**src/rtl/imh_ram.sv**
```systemverilog
// Generic simple dual-port RAM: one write port, one read port, registered read data.
module imh_ram #(
    parameter int WIDTH = 8,
    parameter int DEPTH = 16
) (
    clk,
    we,
    waddr,
    wdata,
    raddr,
    rdata
);
    localparam int AW = (DEPTH > 1) ? $clog2(DEPTH) : 1;

    input  logic             clk;
    input  logic             we;
    input  logic [AW-1:0]    waddr;
    input  logic [WIDTH-1:0] wdata;
    input  logic [AW-1:0]    raddr;
    output logic [WIDTH-1:0] rdata;

    logic [WIDTH-1:0] mem [DEPTH];

    always_ff @(posedge clk)
    begin
        if (we)
        begin
            mem[waddr] <= wdata;
        end
        rdata <= mem[raddr];
    end

endmodule

```
**config.mk**
```make
export PLATFORM = sky130hd
export DESIGN_NAME = imh_ram
export DESIGN_NICKNAME = d
export VERILOG_FILES = /design/src/rtl/imh_ram.sv
export SDC_FILE = /design/constraint.sdc
export NUM_CORES = 1
export LEC_CHECK = 0
export BUFFER_PORTS_ARGS = -buffer_cell sky130_fd_sc_hd__buf_2
export CORE_ASPECT_RATIO = 0.75
export CORE_MARGIN = 2
export CORE_UTILIZATION = 54
export DETAILED_ROUTE_END_ITERATION = 12
export PLACE_DENSITY = 0.8
export SYNTH_ARGS = -nofsm -noshare
export SYNTH_HDL_FRONTEND = slang
export SYNTH_SLANG_ARGS = --single-unit
```
**constraint.sdc**
```tcl
create_clock -name clk -period 2 [get_ports clk]
set_input_delay 0.4 -clock clk [delete_from_list [all_inputs] [get_ports clk]]
set_output_delay 0.4 -clock clk [all_outputs]
set_load 0.02 [all_outputs]
```
==> results of run 1 <==
[synthesized netlist by cell type]
cell type        number
mux4_2               18
clkdlybuf4s25_2       3
a22oi_1              16
dfxtp_1               8
and2b_1               1
mux4_1               14
buf_2                 3
nor2_1               13
buf_4                 1
or3b_2                1
and2_1                1
nor2b_1               1
buf_6                 3
nand3b_1              2
nand2_1               9
nand3_1               1
nand2b_1              2
edfxtp_1            128
nor3_1                4
[worst max-delay path, stage by stage]
cell     delay (ns)
buf_2          0.13
buf_12         0.19
mux4_1         0.56
a22oi_1        0.27
nand2_1        0.10
[final timing paths]
path | from | to | cells past startpoint
max | raddr[0] | rdata[3] | 5
max reg2reg | mem[9][5] | rdata[5] | 3
min reg2reg | mem[14][4] | rdata[4] | 3
min | wdata[4] | mem[6][4] | 1
[power by group through the flow]
stage,sequential [W],combinational (W),clock (W)
3_5_place_dp,0.00327,0.000319,0
6_report,0.00321,0.000317,0.00280
3_3_place_gp,0.00326,0.000309,0
5_1_grt,0.00321,0.000345,0.00299
4_1_cts,0.00321,0.000323,0.00286
2_1_floorplan,0.00328,0.000162,0
[cell type report]
class	count	share of cell area
clock buffer	22	0.0763
clock inverter	10	0.0127
multi-input combinational	83	0.174
timing repair buffer	46	0.0526
sequential	136	0.658
tap	128	0.0263
antenna	1	0.000411
[per-layer routing]
| metal | up-vias | part of all wire |
|---|---|---|
| met2 | 95 | 0.48 |
| met4 | 0 | 0.0091 |
| met3 | 9 | 0.082 |
| met1 | 1258 | 0.43 |
| met5 | - | 0 |
| li1 | 1089 | - |
[logic make-up (layout without fill, tap and decap cells)]
kind of cell / Yosys count / count (layout)
buffers and inverters: 10 / 78
AO/OA/AOI/OAI: 16 / 16
other: 0 / 1
multiplexers: 32 / 32
flip-flops: 136 / 136
AND/OR/NAND/NOR: 35 / 35
[metrics by stage]
step | util | cell area, sq um
2_1_floorplan | - | 5150
3_5_place_dp | 0.605 | 5540
4_1_cts | 0.664 | 6080
3_3_place_gp | 0.605 | 5540
5_1_grt | 0.664 | 6080
6_report | 0.664 | 6090
[cells in the final DEF (no fill, tap or decap), types with 3 or more instances in the layout]
| cell | Yosys | routed |
|---|---|---|
| buf_4 | 1 | 18 |
| a22oi_1 | 16 | 16 |
| buf_12 | 0 | 3 |
| clkinv_2 | 0 | 7 |
| clkbuf_16 | 0 | 17 |
| nor2_1 | 13 | 13 |
| nand2_1 | 9 | 9 |
| clkbuf_1 | 0 | 3 |
| mux4_2 | 18 | 18 |
| dfxtp_1 | 8 | 8 |
| mux4_1 | 14 | 14 |
| nor3_1 | 4 | 4 |
| edfxtp_1 | 128 | 128 |
| buf_2 | 3 | 25 |
[sequential cells by signal, summed over array words and instances (netlist names)]
name / flops
mem: 128
rdata: 8
==> results.toml, run 1 <==
[outcome]
status = "complete, no violations"

[pwr]
p_seq_frac = 0.507
powerDensity_nw_per_um2 = 1040
combPwrFrac = 0.050
switchingPower_w = 0.00125
ir_worst_vdd_mv = 0.639
swShare = 0.198
clkPwrFrac = 0.442
total_power_w = 0.00632
power_leakage_nw = 2.09
internal_power_w = 0.00508

[cts]
cts_setup_buffers = 0
cts_tree = "done"
root_buffer = "clkbuf_16"
hold_buffers = 0
clk_pin_slew_worst_paths_ns = 0.05
cts.path.max_buffers = 2
h-tree-depth = 4
clk_latency_ns = 0.41
cts_sinks = 136
ctsResizeCount = 0
numCtsBuffers = 17

[floorplan]
die_area_sq_um = 10300
rows = 30
coreArea_sq_um = 9160
floorplan.initialDensity = 0.562
num_io_pins = 26
dieWidth_microns = 117
die_h_microns = 88.6

[logic_synthesis]
yosys.area_share.adder = 0
ys_ff_latch = 136
synth_top_family_by_area = "multiplexers"
syn_inst = 229
synth_xor_xnor_area_share = 0
ys_warn_count = 0
syn_area_sq_um = 5150
synth_mux_area_frac = 0.150
syn-mean-instance-area_sq_um = 22.5
synthSimpleGateAreaFrac = 0.0318
seq_area_frac_synth = 0.778
synth-compound-area-share = 0.0233
synthDistinctLibCells = 19
syn-num-nets = 247
synth.area.top_cells = "edfxtp_1 (75%), mux4_2 (7.9%), mux4_1 (7.1%)"
netlist.top_cell.by_area = "edfxtp_1"
synth_top_area_frac = 0.747

[place]
dp_cells = 393
port_buffers = 25
hpwl_mm = 6.07
gp_congestion = 0.737
pre_cts_ws_ns = 0.193

[finish]
drive_above_1_share = 0.313
multiInputGateArea_sq_um = 1060
syn2layout_area_growth_pct = 18.2
ff_latch_area_sq_um = 4000
final_cells = 426
final_nets = 302
fillers = 622

[sta]
max_freq_ghz = 0.724
fin_crit_ns = 1.38
setup_tns_ns = 0
hold_violations = 0
slew_headroom = 0.734
min_period_over_period = 0.691
fin_worst_skew_ns = 0.00807
fin_hold_ws_ns = 0.372
rsz0062_at_grt = "no"
finalSetupViolations = 0
slew_violations = 0
setup_ws_ns = 0.618
tightest_slew_ns = 0.396

[global_routing]
use_met2 = 0.307
use_met1 = 0.291
gr-max-usage-layer = "met2"
grt_pass1_wl_mm = 14.6
grt_pass1_vias = 2534
grt_start_max_net_pins = 33
antenna_found_initial = 1
grt_usage = 0.209
grt_use_met3 = 0.0781
grt-ovfl-total = 0

[hold_path]
min_path_type = "in2reg"

[routing]
routed_via_density = 5.75
ant_nets = 0
drc = 0
vias = 2451
first_iter_violations = 264
drt_first_pass_iters = 4
drt_wl_total_mm = 9.55
wl_per_cell_microns = 22.4

[critical_path]
critPathMaxFanout = 18
reg2reg_slack_ns = 0.64
crit_type = "in2reg"
start_kind = "input port"
arrival_ns = 1.66
endpoint_kind = "flop"
worstPathRequired_ns = 2.28

[flow_run]
drv_cap = 0
No activity file was read; power rests on OpenSTA's default activity.
==> run 2: changes to the inputs <==
==> constraint.sdc (replaced) <==
create_clock -name clk -period 1.1 [get_ports clk]
set_input_delay 0.22 -clock clk [delete_from_list [all_inputs] [get_ports clk]]
set_output_delay 0.22 -clock clk [all_outputs]
set_load 0.02 [all_outputs]
==> results.toml, run 2 (synthesis gave the netlist of run 1 again) <==
[outcome]
status = "finished with violations"
violations = "negative setup slack"

[cts]
cts.path.max_buffers = 2
h-tree-depth = 4
numCtsBuffers = 17
clk_latency_ns = 0.40
cts_sinks = 136
root_buffer = "clkbuf_16"
clk_pin_slew_worst_paths_ns = 0.06
cts_tree = "done"

[critical_path]
critPathMaxFanout = 1
r2r_end = "rdata[5]"
start_kind = "flop"
slowest_stage = "mux4_2"
worstReg2RegStart = "mem[11][5]"
reg2reg_slack_ns = -0.18
arrival_ns = 1.57
crit_type = "reg2reg"
slowest_delay_ns = 0.48
crit_family = "multiplexers"
reg2reg_depth = 3
crit_buf_inv = 0
endpoint_kind = "flop"
worstPathRequired_ns = 1.39
cp-startpoint = "mem[11][5]"
cp_cell_sequence = "mux4_2, a22oi_1, nand2_1"

[sta]
rsz0062_at_grt = "yes"
slew_violations = 0
min_period_over_period = 1.16
finalSetupViolations = 8
max_freq_ghz = 0.781
fin_crit_ns = 1.28
hold_violations = 0
setup_ws_ns = -0.181
fin_hold_ws_ns = 0.196
slew_headroom = 0.367
fin_worst_skew_ns = 0.00704
tightest_slew_ns = 0.946

[pwr]
power_leakage_nw = 2.14
swShare = 0.208
p_seq_frac = 0.478
internal_power_w = 0.00969
powerDensity_nw_per_um2 = 1890
switchingPower_w = 0.00254
clkPwrFrac = 0.465
ir_worst_vdd_mv = 1.68
combPwrFrac = 0.057
total_power_w = 0.0122

[hold_path]
min_path_type = "in2reg"
min_to = "mem[13][7]"
min_from = "wdata[7]"
holdPathStages = 1

[routing]
drt_wl_total_mm = 9.77
drc = 0
drt_first_pass_iters = 5
first_iter_violations = 143
ant_nets = 0
routed_via_density = 5.71
wl_per_cell_microns = 22.6
vias = 2466

[finish]
final_common_cell = "edfxtp_1"
syn2layout_area_growth_pct = 25.5
antenna_cells = 0
largest_reg_flops = 128
postLayoutCellArea_sq_um = 6460
final_nets = 309
largest-register = "mem"
drive_above_1_share = 0.477
fillers = 570
reg_top3 = "mem (128), rdata (8)"
final_cell_mix = "edfxtp_1 (128), mux4_2 (32), clkbuf_16 (17), buf_2 (17), buf_4 (15)"
post-route-util = 0.705

[floorplan]
coreArea_sq_um = 9160
floorplan.initialDensity = 0.562
dieWidth_microns = 117
num_io_pins = 26
rows = 30
die_area_sq_um = 10300
die_h_microns = 88.6

[global_routing]
grt_start_max_net_pins = 24
grt-ovfl-total = 0
antenna_found_initial = 0
grt_pass1_vias = 2594
grt_pass1_wl_mm = 14.7
grt_usage = 0.208

[place]
hpwl_mm = 6.06
port_buffers = 25
gp_congestion = 0.736
placed_area_sq_um = 5760

[flow_run]
drv_cap = 0
## run 2: layout make-up
class                      instances  area (sq um)  share of cell area
clock inverter                    15           175              0.0271
timing repair buffer              53           557              0.0862
tap                              128           160              0.0248
sequential                       136          4010               0.621
clock buffer                      17           425              0.0658
multi-input combinational         83          1130               0.175
## run 2: metrics by stage
stage               worst slack, ns  setup TNS (ns)  cells
floorplan                    -0.223          -13.55    229
global placement             -0.412          -32.99    400
detailed placement           -0.455          -35.35    400
CTS                          -0.182           -1.34    432
global route                 -0.200           -1.48    432
finish                       -0.181           -1.19    432
## run 2: worst max-delay path by stage
stage / end / slack, ns / cells past startpoint
2_1_floorplan: mem[0][0] / -0.22 / 2
3_3_place_gp: rdata[7] / -0.41 / 5
3_5_place_dp: rdata[2] / -0.46 / 5
4_1_cts: rdata[3] / -0.18 / 3
5_1_grt: rdata[3] / -0.20 / 3
6_report: rdata[5] / -0.18 / 3
## run 2: repair_timing
action	in CTS	in global routing
pin swaps	1	5
hold buffers	0	0
setup endpoints to repair	15	18
buffers inserted	0	0
hold endpoints to repair	0	0
gates resized for setup	17	14
## run 2: power groups by stage
stage	logic (W)	clock network (W)	registers [W]
after global routing	0.000752	0.00597	0.00585
final	0.000702	0.00569	0.00584
after floorplan	0.000336	0	0.00597
after detailed placement	0.000641	0	0.00594
after global placement	0.000619	0	0.00593
after CTS	0.000680	0.00577	0.00584
## run 2: routing by layer
layer	global-route usage	up-vias	wire, microns
met5	0	-	0
met1	0.280	1278	3990
met4	0.0620	0	85
li1	-	1087	-
met2	0.343	90	5000
met3	0.0541	11	691
==> run 3: changes to the inputs <==
--- a/config.mk
+++ b/config.mk
@@ -7,10 +7,10 @@
 export LEC_CHECK = 0
 export BUFFER_PORTS_ARGS = -buffer_cell sky130_fd_sc_hd__buf_2
 export CORE_ASPECT_RATIO = 0.75
-export CORE_MARGIN = 2
 export CORE_UTILIZATION = 54
 export DETAILED_ROUTE_END_ITERATION = 12
 export PLACE_DENSITY = 0.8
+export SKIP_LAST_GASP = 1
 export SYNTH_ARGS = -nofsm -noshare
 export SYNTH_HDL_FRONTEND = slang
 export SYNTH_SLANG_ARGS = --single-unit
==> results.toml, run 3 (synthesis gave the netlist of run 1 again) <==
[finish]
antenna_cells = 0
fillers = 553
drive_above_1_share = 0.466
final_nets = 312
reg_top3 = "mem (128), rdata (8)"
final_cell_mix = "edfxtp_1 (128), mux4_2 (32), buf_4 (20), clkbuf_16 (17), buf_2 (17)"
post-route-util = 0.703
largest-register = "mem"
multiInputGateArea_sq_um = 1140
ff_latch_area_sq_um = 4010
final_common_cell = "edfxtp_1"
largest_reg_flops = 128
syn2layout_area_growth_pct = 25.1

[cts]
cts.path.max_buffers = 2
cts_tree = "done"
clk_pin_slew_worst_paths_ns = 0.05
h-tree-depth = 4
hold_buffers = 0
cts_setup_buffers = 0
clk_latency_ns = 0.40
numCtsBuffers = 17
root_buffer = "clkbuf_16"
cts_sinks = 136

[sta]
hold_violations = 0
finalSetupViolations = 8
tightest_slew_ns = 1.02
slew_headroom = 0.315
max_freq_ghz = 0.786
min_period_over_period = 1.16
setup_ws_ns = -0.171
setup_tns_ns = -1.01
rsz0062_at_grt = "yes"
fin_crit_ns = 1.27
fin_worst_skew_ns = 0.00469
slew_violations = 0

[place]
gp_congestion = 0.747
port_buffers = 25
hpwl_mm = 6.34

[global_routing]
grt_pass1_vias = 2694
antenna_found_initial = 0
grt-ovfl-total = 0
grt_usage = 0.233
grt_start_max_net_pins = 17
grt_pass1_wl_mm = 15.6

[floorplan]
die_area_sq_um = 9930
dieWidth_microns = 115
num_io_pins = 26
die_h_microns = 86.6
coreArea_sq_um = 9160
floorplan.initialDensity = 0.562
rows = 30

[pwr]
powerDensity_nw_per_um2 = 1870
ir_worst_vdd_mv = 1.44
power_leakage_nw = 2.14
total_power_w = 0.0120

[critical_path]
arrival_ns = 1.56
worstPathRequired_ns = 1.39
critPathMaxFanout = 1
crit_type = "reg2reg"
endpoint_kind = "flop"
start_kind = "flop"

[routing]
ant_nets = 0
drt_wl_total_mm = 10.1
wl_per_cell_microns = 23.2
routed_via_density = 5.73
vias = 2494
drc = 0
first_iter_violations = 247
drt_first_pass_iters = 5

[flow_run]
drv_cap = 0

[hold_path]
min_path_type = "in2reg"

[outcome]
violations = "negative setup slack"
status = "finished with violations"
==> run 3: cell count changes in the layout (fill, tap and decap cells not counted), moves of 2 or more <==
cell	previous run	this run
clkbuf_1	0	4
buf_4	15	20
clkinv_2	3	5
inv_6	2	0
clkinv_4	3	0
clkinvlp_4	3	1
==> run 3: final timing paths <==
path / to / slack, ns / start / cells after the start
setup / recovery: rdata[0] / -0.17 / mem[15][0] / 3
hold / removal: mem[13][6] / 0.20 / wdata[6] / 1
setup reg to reg: rdata[0] / -0.17 / mem[15][0] / 3
hold reg to reg: rdata[0] / 0.69 / mem[6][0] / 3
==> run 3: what timing repair did <==
action | in CTS | in global routing
gates resized for setup | 21 | 9
endpoints found under the hold margin | 0 | 0
pin swaps | 3 | 4
endpoints found under the setup margin | 12 | 15
gates cloned | 0 | 0
==> run 3: worst max-delay path: stages, from the launching register on <==
cell and delay, ns:
edfxtp_1 0.40, mux4_2 0.51, a22oi_2 0.19, nand2_1 0.07
==> run 3: layout make-up <==
cell class | instances | area share
sequential | 136 | 0.622
multi-input combinational | 83 | 0.177
timing repair buffer | 56 | 0.0874
clock buffer | 21 | 0.0684
tap | 128 | 0.0249
clock inverter | 11 | 0.0202
==> run 3: power breakdown <==
group,internal (W),switching [W]
registers,0.00580,0.0000461
clock network,0.00352,0.00193
logic,0.000332,0.000382
total,0.00966,0.00236
==> run 3: through the flow <==
step	hold slack [ns]	setup slack [ns]	area (sq um)	instances
after floorplan	0.319	-0.223	5210	229
after global placement	0.603	-0.441	5770	403
after detailed placement	0.618	-0.474	5770	403
after CTS	0.186	-0.166	6410	435
after global routing	0.193	-0.205	6440	435
final	0.196	-0.171	6440	435
==> run 3: metal layers <==
layer	global-route usage	share of wire
met2	0.367	0.50
met1	0.317	0.39
met5	0	0
met3	0.0713	0.096
met4	0.0791	0.013
